### src/sv/rmq_pkg.sv
`timescale 1ns / 1ps

package rmq_pkg;

   localparam int DIV_STAGES  = 32;
   localparam int SQRT_STAGES = 16;
   localparam int PIPE_DEPTH  = DIV_STAGES + SQRT_STAGES;

   // Branch codes: which component carries the square root.
   localparam logic [1:0] BR_W = 2'd0;
   localparam logic [1:0] BR_X = 2'd1;
   localparam logic [1:0] BR_Y = 2'd2;
   localparam logic [1:0] BR_Z = 2'd3;

   localparam logic signed [18:0] ONE_Q14 = 19'sd16384;

   typedef struct packed {
      logic signed [15:0] m00;
      logic signed [15:0] m01;
      logic signed [15:0] m02;
      logic signed [15:0] m10;
      logic signed [15:0] m11;
      logic signed [15:0] m12;
      logic signed [15:0] m20;
      logic signed [15:0] m21;
      logic signed [15:0] m22;
   } rmq_matrix_type;

   // Per-item side information that rides alongside the arithmetic.
   typedef struct packed {
      logic [1:0]  branch;
      logic        err;
      logic [2:0]  neg;
      logic [2:0]  ovf;
      logic [16:0] rad;
   } rmq_meta_type;

   // Operands of one long division: partial remainder and dividend bits.
   typedef struct packed {
      logic [16:0] rem;
      logic [31:0] word;
   } rmq_div_op_type;

endpackage

### src/sv/rmq_div.sv
`timescale 1ns / 1ps

// Restoring divider, one quotient bit per stage. The partial remainder
// must start below the divisor for the quotient to be meaningful.
module rmq_div
   import rmq_pkg::*;
(
   input  logic           clock,
   input  logic           en,
   input  rmq_div_op_type in_op,
   input  logic [16:0]    in_den,
   output logic [31:0]    quot
);

   rmq_div_op_type op_ff [DIV_STAGES];
   logic [16:0]    den_ff [DIV_STAGES];

   genvar s;
   generate
      for (s = 0; s < DIV_STAGES; s++) begin : g_stage
         rmq_div_op_type src, op_in;
         logic [16:0]    den_src;
         logic [17:0]    trial;
         logic           ge;

         if (s == 0) begin : g_first
            assign src     = in_op;
            assign den_src = in_den;
         end else begin : g_next
            assign src     = op_ff[s-1];
            assign den_src = den_ff[s-1];
         end

         always_comb begin
            trial      = {src.rem, src.word[31]};
            ge         = trial >= {1'b0, den_src};
            op_in.rem  = ge ? 17'(trial - {1'b0, den_src}) : trial[16:0];
            op_in.word = {src.word[30:0], ge};
         end

         always_ff @(posedge clock) begin
            if (en) begin
               op_ff[s]  <= op_in;
               den_ff[s] <= den_src;
            end
         end
      end
   endgenerate

   assign quot = op_ff[DIV_STAGES-1].word;

endmodule

### config.mk
export PLATFORM = sky130hd
export DESIGN_NAME = rmq_div
export DESIGN_NICKNAME = d
export VERILOG_FILES = /design/src/sv/rmq_pkg.sv /design/src/sv/rmq_div.sv
export SDC_FILE = /design/constraint.sdc
export NUM_CORES = 2
export LEC_CHECK = 0
export ABC_AREA = 1
export BUFFER_PORTS_ARGS = -buffer_cell sky130_fd_sc_hd__buf_2
export CORE_MARGIN = 1
export CORE_UTILIZATION = 58
export CTS_CLUSTER_SIZE = 24
export DETAILED_ROUTE_END_ITERATION = 7
export GPL_TIMING_DRIVEN = 1
export PLACE_DENSITY_LB_ADDON = 0.3
export SETUP_SLACK_MARGIN = 0.2
export SLEW_MARGIN = 10
export SYNTH_ARGS = -nofsm -noshare
export SYNTH_HDL_FRONTEND = slang
export SYNTH_SLANG_ARGS = --single-unit
### constraint.sdc
create_clock -name clock -period 2.2 [get_ports clock]
set_input_delay 0.22 -clock clock [delete_from_list [all_inputs] [get_ports clock]]
set_output_delay 0.22 -clock clock [all_outputs]
set_load 0.005 [all_outputs]
==> metrics <==
Fin. Hold Viols 0; Area growth syn-to-layout 25.5%; CTS Sinks 2,078; sequential area share after synthesis 0.582; startpoint types register; unique cell type count in the Yosys netlist 42; final setup fails 241; pin count of the biggest net entering global routing 105; first-pass GRT wire length between 400 and 500 mm; Final Cycle Share 1.06; max_cap viols 0; Antenna Cells 0; residual DRC count 0; arrival time worst endpoint 2.94 ns; syn avg cell area 9.57 um2; worst slew pin tran 0.550 ns; Port Buffers 99; Die H 432 um; routed length per instance 17.7 um; Compound-Gate Fraction of Synth Area 0.0164; Max Clk Rate 430 MHz; Layout fillers ~13,000; failing checks negative setup slack; Clk Tree Root Cell clkbuf_16; status finished with violations; pwr dens 1370 mW/mm2; Cell Count, Final, Fillers Out 15,200; Adder-Cell Fraction of Synth Area 0.0692; Worst Path Max Fanout 6; Post-Syn Nets 11,900; largest family of logic cells by synthesized area simple AND/OR/NAND/NOR gates; worst rel slew slack 0.633; initial antenna violation count 2; Hold Slack ~0.057 ns; Slew Viols, Final 0; drt first pass iters 6; Post-DP HPWL 183 mm; Num CTS Buffers 205; Placer Congestion roughly 0.93; post-synthesis mux area share 0; GRT Resource Usage Total 0.274; Layout Nets 13,200; num rows 157; worst skew pair latency 0.88 ns; grt total ovfl 0; # H-tree levels 4; min Tclk post-route 2.33 ns; register bit total from synthesis 2,078; post-route design area 0.135 mm2; final core occ 0.734; Critical Path RT 2.81 ns; clk slew on worst S/H paths 0.06 ns; Final ANT Viol Nets 0; I/O Pins 100; drt via density 5.24; kind of critical path register to register; Synth Instances 11,200; Max VDD drop 0.000847 V; ys flop type edfxtp_1; vias in the first global route 75,700; routed wire length 269 mm; # placed instances 14,300; DR iter-0 viols 6,927; Clock Path Buffers 3; initial core utilization 0.585; Setup Skew ~0.057 ns; fin worst setup slack -0.128 ns; CP Capture Type register; Synth Area in Simple Gates 0.234; XOR/XNOR share of the synthesized area 0.0175; synthesized area 0.107 mm2; Lkg Pwr 63.1 nW; EDFF count, synth 2,078; width of the die 432 um; HP Class primary input to register; vias post-DR 79,800; placed inst area 0.116 mm2; layout cells sized above 1 0.224; core area between 0.15 and 0.2 mm2; YS warnings 0; RSZ-0062 raised after global routing yes; die footprint 0.187 mm2; CTS tree done; final setup TNS -11.55 ns; ys async rst share 0
==> metrics by stage <==
stage | power (W) | setup slack [ns]
final | 0.184 | -0.128
after global placement | 0.128 | -0.120
after floorplan | 0.106 | 0.134
after CTS | 0.173 | -0.0321
after global routing | 0.196 | -0.216
after detailed placement | 0.129 | -0.133
==> cells in the final DEF (no fill, tap or decap), types with 53 or more instances in the layout <==
cell type	synthesis	final
nor2_1	389	326
nand3_1	886	729
buf_6	31	53
buf_2	25	98
edfxtp_1	2078	2078
nand4_1	56	56
dlygate4sd3_1	0	72
nand2_1	4017	3528
nand2_2	122	485
inv_1	2081	2014
nand2_4	54	152
inv_2	11	71
nor2_4	27	57
a21oi_1	300	291
clkbuf_16	0	222
nor2_2	33	68
nand2_8	2	84
ha_1	544	338
nand3_2	1	132
buf_4	51	867
ha_4	0	183
buf_12	2	97
xor2_1	183	183
==> area by class of cell <==
type                    count  area [um2]  share of cell area
inverters                2092        7880              0.0585
multi-input cells        6984       43100               0.320
repair buffers           1225       11100              0.0828
clock buffers             234        5240              0.0389
clock inverters           153        1800              0.0134
flip-flops and latches   2078       62400               0.463
well taps                2464        3080              0.0229
==> cells by family (layout without fill, tap and decap cells) <==
group	Yosys count	in the layout
fa+ha+maj	575	575
simple gates	5805	5861
flops	2078	2078
xor+xnor	214	214
buf+inv	2202	3704
compound gates	334	334
==> flip-flops by register name, indices dropped and copies added, names as in the netlist <==
| register | flops |
|---|---|
| op_ff | 1551 |
| den_ff | 527 |
==> power by group <==
group,total [W],internal [W],switching [W]
Sequential,0.0602,0.0543,0.00588
Combinational,0.0882,0.0354,0.0528
Clock,0.0360,0.0204,0.0156
==> layer usage <==
metal | vias up | part of all wire | GRT usage
li1 | 38900 | - | -
met1 | 37800 | 0.43 | 0.373
met2 | 2597 | 0.49 | 0.459
met3 | 495 | 0.056 | 0.0338
met4 | 2 | 0.029 | 0.0836
met5 | - | 0.000045 | 0
==> worst max-delay path: stages, from the launching register on <==
cell      delay, ns
edfxtp_1       0.41
inv_1          0.08
ha_2           0.17
inv_2          0.04
fa_2           0.37
nand2_2        0.11
nand2_4        0.07
nand3_2        0.07
nand2_2        0.08
nand2_2        0.11
nand2_4        0.08
nand2_8        0.17
nand2_8        0.12
nand2_2        0.09
nand2_2        0.06
==> synthesized netlist by cell type, types with 25 or more instances <==
library cell / number / area [um2]
nand2_1: 4017 / 15100
inv_1: 2081 / 7810
edfxtp_1: 2078 / 62400
nand3_1: 886 / 4430
ha_1: 544 / 6810
nor2_1: 389 / 1460
a21oi_1: 300 / 1500
xor2_1: 183 / 1600
nand2_2: 122 / 763
nand4_1: 56 / 350
nand2_4: 54 / 608
buf_4: 51 / 383
nor3_1: 42 / 210
and2_1: 37 / 231
nor2_2: 33 / 206
nand3b_1: 32 / 240
buf_6: 31 / 349
fa_1: 31 / 621
xnor2_1: 31 / 272
or2_1: 29 / 181
and3_1: 27 / 169
nor2_4: 27 / 304
nor4_4: 26 / 553
buf_2: 25 / 125
==> worst paths after layout <==
| check | start | endpoint | slack, ns | cells past startpoint |
|---|---|---|---|---|
| worst max-delay path | op_ff[1][31] | op_ff[1][97] | -0.13 | 14 |
| worst max register to register | op_ff[1][31] | op_ff[1][97] | -0.13 | 14 |
| worst min register to register | op_ff[0][150] | op_ff[0][200] | 0.36 | 0 |
| worst min-delay path | in_op[25] | op_ff[0][26] | 0.06 | 2 |
==> what timing repair did <==
| action | in CTS | in global routing |
|---|---|---|
| pin swaps | 203 | 354 |
| gates cloned | 42 | 42 |
| buffers inserted | 169 | 206 |
| hold buffers | 72 | 0 |
| endpoints found under the hold margin | 223 | 0 |
| gates resized for setup | 576 | 800 |
| setup endpoints to repair | 540 | 552 |
Note: power is estimated with default switching activity, not from simulation.
