$ cat src/sv/rmq_pkg.sv
`timescale 1ns / 1ps

package rmq_pkg;

   localparam int DIV_STAGES  = 32;
   localparam int SQRT_STAGES = 16;
   localparam int PIPE_DEPTH  = DIV_STAGES + SQRT_STAGES;

   // Branch codes: which component carries the square root.
   localparam logic [1:0] BR_W = 2'd0;
   localparam logic [1:0] BR_X = 2'd1;
   localparam logic [1:0] BR_Y = 2'd2;
   localparam logic [1:0] BR_Z = 2'd3;

   localparam logic signed [18:0] ONE_Q14 = 19'sd16384;

   typedef struct packed {
      logic signed [15:0] m00;
      logic signed [15:0] m01;
      logic signed [15:0] m02;
      logic signed [15:0] m10;
      logic signed [15:0] m11;
      logic signed [15:0] m12;
      logic signed [15:0] m20;
      logic signed [15:0] m21;
      logic signed [15:0] m22;
   } rmq_matrix_type;

   // Per-item side information that rides alongside the arithmetic.
   typedef struct packed {
      logic [1:0]  branch;
      logic        err;
      logic [2:0]  neg;
      logic [2:0]  ovf;
      logic [16:0] rad;
   } rmq_meta_type;

   // Operands of one long division: partial remainder and dividend bits.
   typedef struct packed {
      logic [16:0] rem;
      logic [31:0] word;
   } rmq_div_op_type;

endpackage

$ cat src/sv/rmq_isqrt.sv
`timescale 1ns / 1ps

// Integer square root, floor, two radicand bits per stage.
module rmq_isqrt
   import rmq_pkg::*;
(
   input  logic        clock,
   input  logic        en,
   input  logic [31:0] radicand,
   output logic [15:0] root
);

   logic [31:0] word_ff [SQRT_STAGES];
   logic [17:0] rem_ff  [SQRT_STAGES];
   logic [15:0] root_ff [SQRT_STAGES];

   genvar s;
   generate
      for (s = 0; s < SQRT_STAGES; s++) begin : g_stage
         logic [31:0] w_src;
         logic [17:0] r_src;
         logic [15:0] q_src;
         logic [19:0] acc, trial;
         logic        ge;

         if (s == 0) begin : g_first
            assign w_src = radicand;
            assign r_src = '0;
            assign q_src = '0;
         end else begin : g_next
            assign w_src = word_ff[s-1];
            assign r_src = rem_ff[s-1];
            assign q_src = root_ff[s-1];
         end

         always_comb begin
            acc   = {r_src, w_src[31:30]};
            trial = {2'b00, q_src, 2'b01};
            ge    = acc >= trial;
         end

         always_ff @(posedge clock) begin
            if (en) begin
               word_ff[s] <= {w_src[29:0], 2'b00};
               rem_ff[s]  <= ge ? 18'(acc - trial) : acc[17:0];
               root_ff[s] <= {q_src[14:0], ge};
            end
         end
      end
   endgenerate

   assign root = root_ff[SQRT_STAGES-1];

endmodule

$ cat config.mk
export PLATFORM = sky130hd
export DESIGN_NAME = rmq_isqrt
export DESIGN_NICKNAME = d
export VERILOG_FILES = /design/src/sv/rmq_pkg.sv /design/src/sv/rmq_isqrt.sv
export SDC_FILE = /design/constraint.sdc
export NUM_CORES = 1
export LEC_CHECK = 0
export BUFFER_PORTS_ARGS = -buffer_cell sky130_fd_sc_hd__clkbuf_2
export CORE_MARGIN = 2
export CORE_UTILIZATION = 57
export DETAILED_ROUTE_END_ITERATION = 12
export PLACE_DENSITY = 0.76
export SETUP_SLACK_MARGIN = 0.3
export SLEW_MARGIN = 5
export SYNTH_ARGS = -nofsm -noshare
export SYNTH_HDL_FRONTEND = slang
export SYNTH_SLANG_ARGS = --single-unit
$ cat constraint.sdc
create_clock -name clock -period 2.8 [get_ports clock]
set_input_delay 0.56 -clock clock [delete_from_list [all_inputs] [get_ports clock]]
set_output_delay 0.56 -clock clock [all_outputs]
set_load 0.03 [all_outputs]
==> out/results.txt <==
Counting I/O delays and the setup requirement, the final critical path takes 2.66 ns. The run gives 18,385 as the total via count after detailed routing. The max-cap violation count was 0. Summing the sequential cell areas from Yosys gives 64.2% of the chip area. In the routed design, unresolved DRC markers number 0. Yosys mapped a number of flops with a built-in enable equal to 626. The post-route netlist has 25.2% of its cells at a drive strength greater than 1. The synthesis warning total was 0.

CTS placed an instance of clkbuf_16 at the clock tree root. For the core box area, the log shows 0.0511 mm². The ratio of routed vias to standard cells works out to 5.82. The cell at the slowest stage of the critical path is edfxtp_1.

The first global-routing pass estimated 90,300 µm of wire. The HPWL after detailed placement is 37,300 µm. The critical path goes through ha_4, nand4_1, or3_4, o211ai_1, o21bai_4, buf_6, buf_12, nor3b_4, xor2_1.

The total I/O pin count was 50. Counting flops and latches in the post-synthesis netlist gives 626. For the final clock skew, the log shows 0.0348 ns.

Final count of pins violating max slew: 0. The number of cells on the worst hold path was 1; the number of optimization iterations in the first detailed-route pass was 7. Buffers inserted to repair hold after CTS numbered 0. The later pin in the worst-skew pair is clocked with a latency of 0.65 ns. In this design, the stage delay of the slowest critical-path cell is 0.45 ns. IR analysis of the VDD net gives a maximum drop of 0.621 mV. Measured in cells, the most critical reg-to-reg path has a length of 9. The path with the worst hold slack has its endpoint at word_ff[0][0]. Counting the fill cells in the layout gives 3,217.

Setup violations remaining at the end of the flow were counted as 0. The count of cells in the finished layout, fillers not included, comes to 3,161. Total standard cell area after synthesis: 0.0293 mm².

The final weighted congestion of routability-driven global placement is 0.926, and the multi-input logic area is 0.0112 mm². For the DRC violation total after the first TritonRoute iteration, the log shows 1,427. Counting every instance in the synthesized netlist gives 2,165. Dividing the detail-routed wire length by the instance count gives 18.8 µm. The tools report the floorplan row count as 83. The number of buffers inserted by port buffering was 49.

Together, buffers and inverters on the worst path number 2. The die covers 0.0532 mm². The tools report the net count of the finished layout as 2,618.

The kind of cell with the highest combined delay along the critical path is simple AND/OR/NAND/NOR gates. TritonCTS built the clock tree. The largest net degree at the start of global routing is 91. For the number of global-route vias before repair, the log shows 17,731.

The startpoint identified for the worst register-to-register timing path is rem_ff[1][37]. The worst setup path startpoint was rem_ff[1][37]. Compared with the post-synthesis result, the final layout area differs by 22.2%.

The routed design has 59,500 µm of wire. The period utilization works out to 95.1%. The tools report the remaining number of nets flagged by the antenna check after routing as 0. The worst setup path is captured at a flop.

The tree built by TritonCTS fans out to 626 sinks. For the pin with the worst max-slew slack, the measured transition is 0.608 ns. For the total track usage, the log shows 21.0%. Endpoint of the lowest-slack register-to-register path: rem_ff[1][68]. The logs give 0.14 ns for the flop-to-flop setup slack and 0.0857 ns for the post-route worst hold slack. The number of antenna diodes in the final layout is 0.

At the worst endpoint, the required time is 3.17 ns. The run gives 0 as the number of antenna violations at the first check in global routing. The total overflow left after global routing is 0.

The cell area power density was 721 mW/mm²; the final hold violation count was 0. The peak fanout along the critical path is 5. Synthesis instantiated 83 different standard cells from the library. In this run the most critical hold path is launched from radicand[0]. Relative slew slack: 59.1%. Each instance of the synthesized netlist takes up on average 13.5 µm². The die width was 231 µm; the vertical die dimension was 231 µm. The final setup TNS was 0 ns; the count of placed standard cells including taps was 2,922. In this run the number of H-tree levels came out at 2.

The initial standard-cell utilization of the core is 57.3%. The fraction of registers with async set/reset was 0%. The logs give 13.7 nW for the leakage power and 60 for the clock buffer count from CTS. The tools report the number of nets produced by synthesis as 2,352. The worst setup path is launched from a flop. Setup repair after global routing could not meet its margin everywhere. At the worst endpoint, the arrival time is 3.03 ns. For the maximum clock insertion buffer count, the log shows 3. The run finished with clean final reports. Achievable clock frequency: 0.376 GHz.

The worst min-delay path class is input port to flop. The worst setup path is of the flop to flop kind. Summing all flip-flop and latch instances after layout gives 0.0188 mm².

In the synthesized netlist the dominant register cell turns out to be edfxtp_1. After clock tree synthesis, the clock-pin slew on the worst setup and hold paths is 0.07 ns.
[cells in the final DEF (no fill, tap or decap), types with 43 or more instances in the layout]
cell type and count:
o21ai_0 75, mux2_4 43, clkbuf_16 63, xor2_1 85
buf_4 150, nand2_1 97, ha_4 46, inv_1 172
clkbuf_2 48, ha_1 98, a21oi_1 79, xnor2_1 88
edfxtp_1 626, nor3_1 54, nor2_1 102
[through the flow]
stage                     power (mW)  utilization, %  instance area (µm²)  setup slack [ns]
after CTS                       25.4            67.3                34400             0.231
after global routing            26.8            70.1                35800            0.0880
after floorplan                 14.8               -                29400             0.225
after global placement          15.9            60.6                31000            0.0875
after detailed placement        16.1            60.6                31000           0.00184
final                           25.8            70.1                35800             0.138
[power by group]
group	total [mW]	switching [mW]	leakage, nW	internal, mW
Sequential	12.2	0.639	5.99	11.5
Clock	8.89	3.56	1.07	5.33
Combinational	4.72	2.42	6.67	2.30
[kinds of logic (layout without fill, tap and decap cells)]
group           Yosys count  in the layout  share of synthesized area [%]
buf+inv                 222            538                           2.91
simple gates            515            515                           9.29
xor+xnor                175            175                           5.23
fa+ha+maj               153            153                           6.53
compound gates          390            390                           8.72
other cells               1              1                         0.0128
mux                      83             83                           3.14
flops                   626            626                           64.2
[registers in the layout (all words and copies together), names as in the netlist]
| register | flops |
|---|---|
| root_ff | 136 |
| rem_ff | 250 |
| word_ff | 240 |
[how the worst max path moves through the flow]
stage                     endpoint  cells after the start
finish               rem_ff[1][68]                      9
global route         rem_ff[1][68]                     10
CTS                  rem_ff[0][89]                      7
detailed placement   rem_ff[1][79]                     10
global placement     rem_ff[1][79]                     10
floorplan           rem_ff[0][110]                      9
[cells in the mapped netlist, types with 8 or more instances]
master | number | area share (%)
inv_1 | 186 | 2.4
a21o_1 | 32 | 0.82
o21bai_1 | 12 | 0.31
nand3_1 | 39 | 0.67
xor2_1 | 85 | 2.5
nor4_1 | 30 | 0.64
a211oi_1 | 16 | 0.41
nor2b_1 | 20 | 0.43
a31oi_1 | 8 | 0.17
nor3_1 | 56 | 0.96
nand2b_1 | 20 | 0.43
or4_1 | 9 | 0.23
nand2_1 | 101 | 1.3
o21a_1 | 29 | 0.74
nand4_1 | 25 | 0.53
ha_1 | 153 | 6.5
clkbuf_1 | 19 | 0.24
and2_1 | 9 | 0.19
or3_1 | 21 | 0.45
mux2i_1 | 12 | 0.41
o211ai_1 | 18 | 0.46
o31ai_1 | 17 | 0.44
edfxtp_1 | 626 | 64
mux2_2 | 65 | 2.5
a21oi_1 | 94 | 1.6
or2_2 | 12 | 0.26
nor2_1 | 118 | 1.5
xnor2_1 | 90 | 2.7
buf_2 | 12 | 0.21
o21ai_0 | 89 | 1.5
[per-layer routing]
metal / vias up / share of wire (%) / GRT usage (%)
met5: - / 0 / 0
met4: 0 / 2.4 / 5.95
met3: 111 / 5.7 / 3.78
met2: 595 / 49 / 34.7
met1: 9015 / 43 / 28.8
li1: 8664 / - / -
[timing repair]
item | 4_1_cts | 5_1_grt
buffers inserted | 55 | 63
pin swaps | 28 | 42
setup endpoints to repair | 136 | 151
gates resized for setup | 117 | 202
gates cloned | 3 | 6
[layout make-up]
cell class	count	area share [%]
clock buffers	62	4.22
clock inverters	50	1.95
inverters	188	2.01
multi-input cells	1317	31.2
flip-flops and latches	626	52.5
well taps	680	2.38
repair buffers	237	5.68
repair inverters	1	0.0315
No activity file was read; power rests on OpenSTA's default activity.
