<file path="src/sv/rmq_pkg.sv">
`timescale 1ns / 1ps

package rmq_pkg;

   localparam int DIV_STAGES  = 32;
   localparam int SQRT_STAGES = 16;
   localparam int PIPE_DEPTH  = DIV_STAGES + SQRT_STAGES;

   // Branch codes: which component carries the square root.
   localparam logic [1:0] BR_W = 2'd0;
   localparam logic [1:0] BR_X = 2'd1;
   localparam logic [1:0] BR_Y = 2'd2;
   localparam logic [1:0] BR_Z = 2'd3;

   localparam logic signed [18:0] ONE_Q14 = 19'sd16384;

   typedef struct packed {
      logic signed [15:0] m00;
      logic signed [15:0] m01;
      logic signed [15:0] m02;
      logic signed [15:0] m10;
      logic signed [15:0] m11;
      logic signed [15:0] m12;
      logic signed [15:0] m20;
      logic signed [15:0] m21;
      logic signed [15:0] m22;
   } rmq_matrix_type;

   // Per-item side information that rides alongside the arithmetic.
   typedef struct packed {
      logic [1:0]  branch;
      logic        err;
      logic [2:0]  neg;
      logic [2:0]  ovf;
      logic [16:0] rad;
   } rmq_meta_type;

   // Operands of one long division: partial remainder and dividend bits.
   typedef struct packed {
      logic [16:0] rem;
      logic [31:0] word;
   } rmq_div_op_type;

endpackage

</file>
<file path="src/sv/rmq_front.sv">
`timescale 1ns / 1ps

// Branch selection, radicand and numerator squares, in three stages.
module rmq_front
   import rmq_pkg::*;
(
   input  logic           clock,
   input  logic           reset,
   input  logic           en,
   input  logic           in_valid,
   input  rmq_matrix_type in_mat,
   output logic           out_valid,
   output rmq_meta_type   out_meta,
   output rmq_div_op_type out_op [3]
);

   // Stage 1: branch, radicand and differences.
   logic               s1_valid_ff;
   rmq_meta_type       s1_meta_ff, s1_meta_in;
   logic signed [16:0] s1_d_ff [3];
   logic signed [16:0] s1_d_in [3];

   logic signed [16:0] sum_bc, sum_ab, sum_ac;
   logic signed [16:0] a_x, b_x, c_x;
   logic signed [18:0] rad_x;
   logic               hit;

   always_comb begin
      a_x    = 17'(in_mat.m00);
      b_x    = 17'(in_mat.m11);
      c_x    = 17'(in_mat.m22);
      sum_bc = b_x + c_x;
      sum_ab = a_x + b_x;
      sum_ac = a_x + c_x;
      hit    = 1'b1;
      s1_meta_in = '0;
      rad_x  = '0;
      s1_d_in[0] = '0;
      s1_d_in[1] = '0;
      s1_d_in[2] = '0;
      if (sum_bc >= 0 && sum_ab >= 0 && sum_ac >= 0) begin
         s1_meta_in.branch = BR_W;
         rad_x = ONE_Q14 + 19'(a_x) + 19'(b_x) + 19'(c_x);
         s1_d_in[0] = 17'(in_mat.m21) - 17'(in_mat.m12);
         s1_d_in[1] = 17'(in_mat.m02) - 17'(in_mat.m20);
         s1_d_in[2] = 17'(in_mat.m10) - 17'(in_mat.m01);
      end else if (sum_bc <= 0 && a_x >= b_x && a_x >= c_x) begin
         s1_meta_in.branch = BR_X;
         rad_x = ONE_Q14 + 19'(a_x) - 19'(b_x) - 19'(c_x);
         s1_d_in[0] = 17'(in_mat.m21) - 17'(in_mat.m12);
         s1_d_in[1] = 17'(in_mat.m10) + 17'(in_mat.m01);
         s1_d_in[2] = 17'(in_mat.m20) + 17'(in_mat.m02);
      end else if (b_x >= c_x && a_x <= b_x && sum_ac <= 0) begin
         s1_meta_in.branch = BR_Y;
         rad_x = ONE_Q14 - 19'(a_x) + 19'(b_x) - 19'(c_x);
         s1_d_in[0] = 17'(in_mat.m02) - 17'(in_mat.m20);
         s1_d_in[1] = 17'(in_mat.m10) + 17'(in_mat.m01);
         s1_d_in[2] = 17'(in_mat.m21) + 17'(in_mat.m12);
      end else if (b_x <= c_x && sum_ab <= 0 && a_x <= c_x) begin
         s1_meta_in.branch = BR_Z;
         rad_x = ONE_Q14 - 19'(a_x) - 19'(b_x) + 19'(c_x);
         s1_d_in[0] = 17'(in_mat.m10) - 17'(in_mat.m01);
         s1_d_in[1] = 17'(in_mat.m20) + 17'(in_mat.m02);
         s1_d_in[2] = 17'(in_mat.m21) + 17'(in_mat.m12);
      end else begin
         hit = 1'b0;
      end
      s1_meta_in.err = !hit || rad_x <= 0;
      s1_meta_in.rad = s1_meta_in.err ? 17'd1 : rad_x[16:0];
   end

   // Stage 2: magnitudes squared.
   logic         s2_valid_ff;
   rmq_meta_type s2_meta_ff, s2_meta_in;
   logic [33:0]  s2_sq_ff [3];
   logic [33:0]  s2_sq_in [3];
   logic [16:0]  mag [3];

   always_comb begin
      s2_meta_in = s1_meta_ff;
      for (int j = 0; j < 3; j++) begin
         s2_meta_in.neg[j] = s1_d_ff[j][16];
         mag[j] = s1_d_ff[j][16] ? 17'(-s1_d_ff[j]) : 17'(s1_d_ff[j]);
         s2_sq_in[j] = 34'(mag[j]) * 34'(mag[j]);
      end
   end

   // Stage 3: scale by 2^14, split off the top word, flag overflow.
   logic           s3_valid_ff;
   rmq_meta_type   s3_meta_ff, s3_meta_in;
   rmq_div_op_type s3_op_ff [3];
   rmq_div_op_type s3_op_in [3];

   always_comb begin
      s3_meta_in = s2_meta_ff;
      for (int j = 0; j < 3; j++) begin
         s3_op_in[j].rem  = {1'b0, s2_sq_ff[j][33:18]};
         s3_op_in[j].word = {s2_sq_ff[j][17:0], 14'd0};
         s3_meta_in.ovf[j] = {1'b0, s2_sq_ff[j][33:18]} >= s2_meta_ff.rad;
      end
   end

   always_ff @(posedge clock) begin
      if (reset) begin
         s1_valid_ff <= 1'b0;
         s2_valid_ff <= 1'b0;
         s3_valid_ff <= 1'b0;
      end else if (en) begin
         s1_valid_ff <= in_valid;
         s2_valid_ff <= s1_valid_ff;
         s3_valid_ff <= s2_valid_ff;
      end
   end

   always_ff @(posedge clock) begin
      if (en) begin
         s1_meta_ff <= s1_meta_in;
         s2_meta_ff <= s2_meta_in;
         s3_meta_ff <= s3_meta_in;
         for (int j = 0; j < 3; j++) begin
            s1_d_ff[j]  <= s1_d_in[j];
            s2_sq_ff[j] <= s2_sq_in[j];
            s3_op_ff[j] <= s3_op_in[j];
         end
      end
   end

   assign out_valid = s3_valid_ff;
   assign out_meta  = s3_meta_ff;
   assign out_op    = s3_op_ff;

endmodule

</file>
<file path="config.mk">
export PLATFORM = sky130hd
export DESIGN_NAME = rmq_front
export DESIGN_NICKNAME = d
export VERILOG_FILES = /design/src/sv/rmq_pkg.sv /design/src/sv/rmq_front.sv
export SDC_FILE = /design/constraint.sdc
export NUM_CORES = 2
export LEC_CHECK = 0
export BUFFER_PORTS_ARGS = -buffer_cell sky130_fd_sc_hd__buf_2
export CELL_PAD_IN_SITES_DETAIL_PLACEMENT = 2
export CELL_PAD_IN_SITES_GLOBAL_PLACEMENT = 2
export CORE_ASPECT_RATIO = 1.1
export CORE_MARGIN = 4
export CORE_UTILIZATION = 44
export DETAILED_ROUTE_END_ITERATION = 10
export PLACE_DENSITY_LB_ADDON = 0.1
export SETUP_SLACK_MARGIN = 0.2
export SYNTH_ARGS = -nofsm -noshare
export SYNTH_HDL_FRONTEND = slang
export SYNTH_SLANG_ARGS = --single-unit
</file>
<file path="constraint.sdc">
create_clock -name clock -period 18 [get_ports clock]
set_clock_uncertainty 0.2 [all_clocks]
set_input_delay 2.7 -clock clock [delete_from_list [all_inputs] [get_ports clock]]
set_output_delay 2.7 -clock clock [all_outputs]
set_load 0.05 [all_outputs]
</file>
==> impl_metrics.env <==
export IMPL_status="completed"
export IMPL_synth_commonest_cells="inv_1, fa_1, ha_1"
export IMPL_slowest_delay_ps=610
export IMPL_cp_top_family="adder cells"
export IMPL_grt_usage=0.3208
export IMPL_setup_viol=0
export IMPL_rows=130
export IMPL_drv_cap=0
export IMPL_firstDrtPassIters=5
export IMPL_cp_max_fo=14
export IMPL_core_um2=114000
export IMPL_grt_overflow=0
export IMPL_post_cts_buffers=0
export IMPL_finalHoldViolCount=0
export IMPL_cp_slowest_cell="edfxtp_1"
export IMPL_dr_first_iter_drc_count=2153
export IMPL_syn_area_per_cell_um2=9.450
export IMPL_min_period_ps=10410
export IMPL_fill_cells=12405
export IMPL_tns_ps=0
export IMPL_grt_pass1_wl_um=290300
export IMPL_drt_vias_per_instance=5.654
export IMPL_setup_worst_path_end_class="register"
export IMPL_drive_gt1_frac=0.07871
export IMPL_fmax_mhz=96.05
export IMPL_cts_clk_slew_worst_paths_ps=60
export IMPL_die_w_um=330.9
export IMPL_ant_nets=0
export IMPL_clk_latency_ps=610
export IMPL_htree_num_levels=2
export IMPL_worst_setup_path_start_kind="register"
export IMPL_synth_seq_cells=321
export IMPL_nets=7078
export IMPL_crit_arrival_ps=10540
export IMPL_postCtsResizedCells=0
export IMPL_cts_tree="done"
export IMPL_crit_top_cell="fa_1"
export IMPL_vias=40616
export IMPL_ys_top_cells_by_area="fa_1, edfxtp_1, ha_1"
export IMPL_cp_num_buf_inv=6
export IMPL_ys_seq_area_frac=0.1905
export IMPL_gp_congestion=0.9109
export IMPL_syn_area_um2=50450
export IMPL_postCtsHoldBufs=0
export IMPL_grt_max_degree=154
export IMPL_synth_edf_count=318
export IMPL_synth_largest_area_cell="fa_1"
export IMPL_dp_hpwl_um=162300
export IMPL_syn_inst=5339
export IMPL_period_share=0.5784
export IMPL_grt_pass1_vias=47457
export IMPL_drt_total_wl_um=194600
export IMPL_drc=0
export IMPL_cts_buffers_inserted=39
export IMPL_ys_types=104
export IMPL_yosysTopAreaCellShare=0.2591
export IMPL_ios=322
export IMPL_worst_ep_required_time_ps=18130
export IMPL_wl_per_cell_um=27.09
export IMPL_relSlewSlack=0.2109
export IMPL_rsz0062_at_grt="false"
export IMPL_antenna_found_initial=13
export IMPL_cts_root_buf="clkbuf_16"
export IMPL_die_area_um2=120200
export IMPL_hold_class="register to register"
export IMPL_start_util=0.4425
export IMPL_worstMarginPinSlew_ps=1154
export IMPL_clkSinkCount=321
export IMPL_critPathKind="register to register"
export IMPL_portBuffers=273
export IMPL_yosysWarnings=0
export IMPL_syn_to_final_growth_pct=8.839
export IMPL_drv_slew=0
export IMPL_cts_max_path_buffers=3
export IMPL_die_h_um=363.2
export IMPL_yosysMostFrequentCell="inv_1"
export IMPL_synthFlopType="edfxtp_1"
export IMPL_synthArstFlopShare=0
## layout make-up
class / instances / area (um2) / share of cell area
multi-input combinational: 3829 / 36140 / 0.6582
inverter: 1107 / 4155 / 0.07567
antenna: 11 / 27.53 / 0.0005013
clock inverter: 24 / 257.7 / 0.004694
sequential: 321 / 9609 / 0.1750
clock buffer: 46 / 1023 / 0.01864
timing repair buffer: 327 / 1794 / 0.03267
tap: 1518 / 1899 / 0.03459
## logic make-up (layout without fill, tap and decap cells)
family,Yosys count,after routing,synth area share
mux,19,19,0.003893
other cells,2,95,0.0001489
simple gates,1210,1210,0.1113
flops,321,321,0.1905
xor+xnor,304,304,0.05277
compound gates,907,907,0.1207
fa+ha+maj,1305,1305,0.4208
buf+inv,1271,1504,0.09994
## sequential cells by signal (all words and copies together), names as in the netlist
name         count
out_op          99
s2_sq_ff        99
s1_d_ff         51
out_meta        26
s2_meta_ff      23
s1_meta_ff      20
out_valid        1
s1_valid_ff      1
s2_valid_ff      1
## per-stage QoR
step | instances | setup WS (ps) | hold WS [ps] | cell area (um2) | utilization
floorplan | 5421 | 9512 | 200.3 | 50760 | -
global placement | 7102 | 8614 | 200.9 | 53600 | 0.4701
detailed placement | 7102 | 7945 | 205.7 | 53600 | 0.4701
CTS | 7172 | 7740 | 219.4 | 54880 | 0.4813
global route | 7172 | 7081 | 222.1 | 54880 | 0.4813
finish | 7183 | 7588 | 217.2 | 54910 | 0.4816
## per-layer routing
metal / vias to the layer above / track usage / routed length [um]
met5: - / 0 / 38
met4: 6 / 0.1690 / 11960
met3: 444 / 0.04056 / 7872
met2: 1067 / 0.6011 / 103000
met1: 21198 / 0.3508 / 71730
li1: 17901 / - / -
## final timing paths
| kind | from | endpoint | slack, ps | cells past startpoint |
|---|---|---|---|---|
| setup / recovery | s1_d_ff[0][17]$_DFFE_PP_ | s2_sq_ff[0][67]$_DFFE_PP_ | 7590 | 32 |
| setup reg to reg | s1_d_ff[0][17]$_DFFE_PP_ | s2_sq_ff[0][67]$_DFFE_PP_ | 7590 | 32 |
| hold reg to reg | s2_sq_ff[0][44]$_DFFE_PP_ | out_op[73]$_DFFE_PP_ | 220 | 0 |
| hold / removal | s2_sq_ff[0][44]$_DFFE_PP_ | out_op[73]$_DFFE_PP_ | 220 | 0 |
## worst register-to-register path: cells and delay by family, from the launching register on
kind,cells,cell delay (ps)
compound gates,10,2610
flops,1,610
fa+ha+maj,8,3680
simple gates,6,1350
xor+xnor,2,560
buf+inv,6,1140
## placed cells by master (no fill, tap or decap), drive strengths merged, types with 31 or more instances in the layout
| cell type | count |
|---|---|
| a211oi | 40 |
| a21o | 70 |
| a21oi | 240 |
| buf | 327 |
| clkbuf | 46 |
| conb | 84 |
| edfxtp | 318 |
| fa | 653 |
| ha | 652 |
| inv | 1102 |
| nand2 | 378 |
| nand2b | 60 |
| nand3 | 47 |
| nand4 | 31 |
| nor2 | 399 |
| nor2b | 62 |
| nor3 | 72 |
| o21a | 75 |
| o21ai | 160 |
| o21bai | 36 |
| or3 | 32 |
| xnor2 | 223 |
| xor2 | 81 |
Power is left out: the tool's default activity adds up to more than one toggle a clock period on the data nets, which glitch-free logic cannot reach.
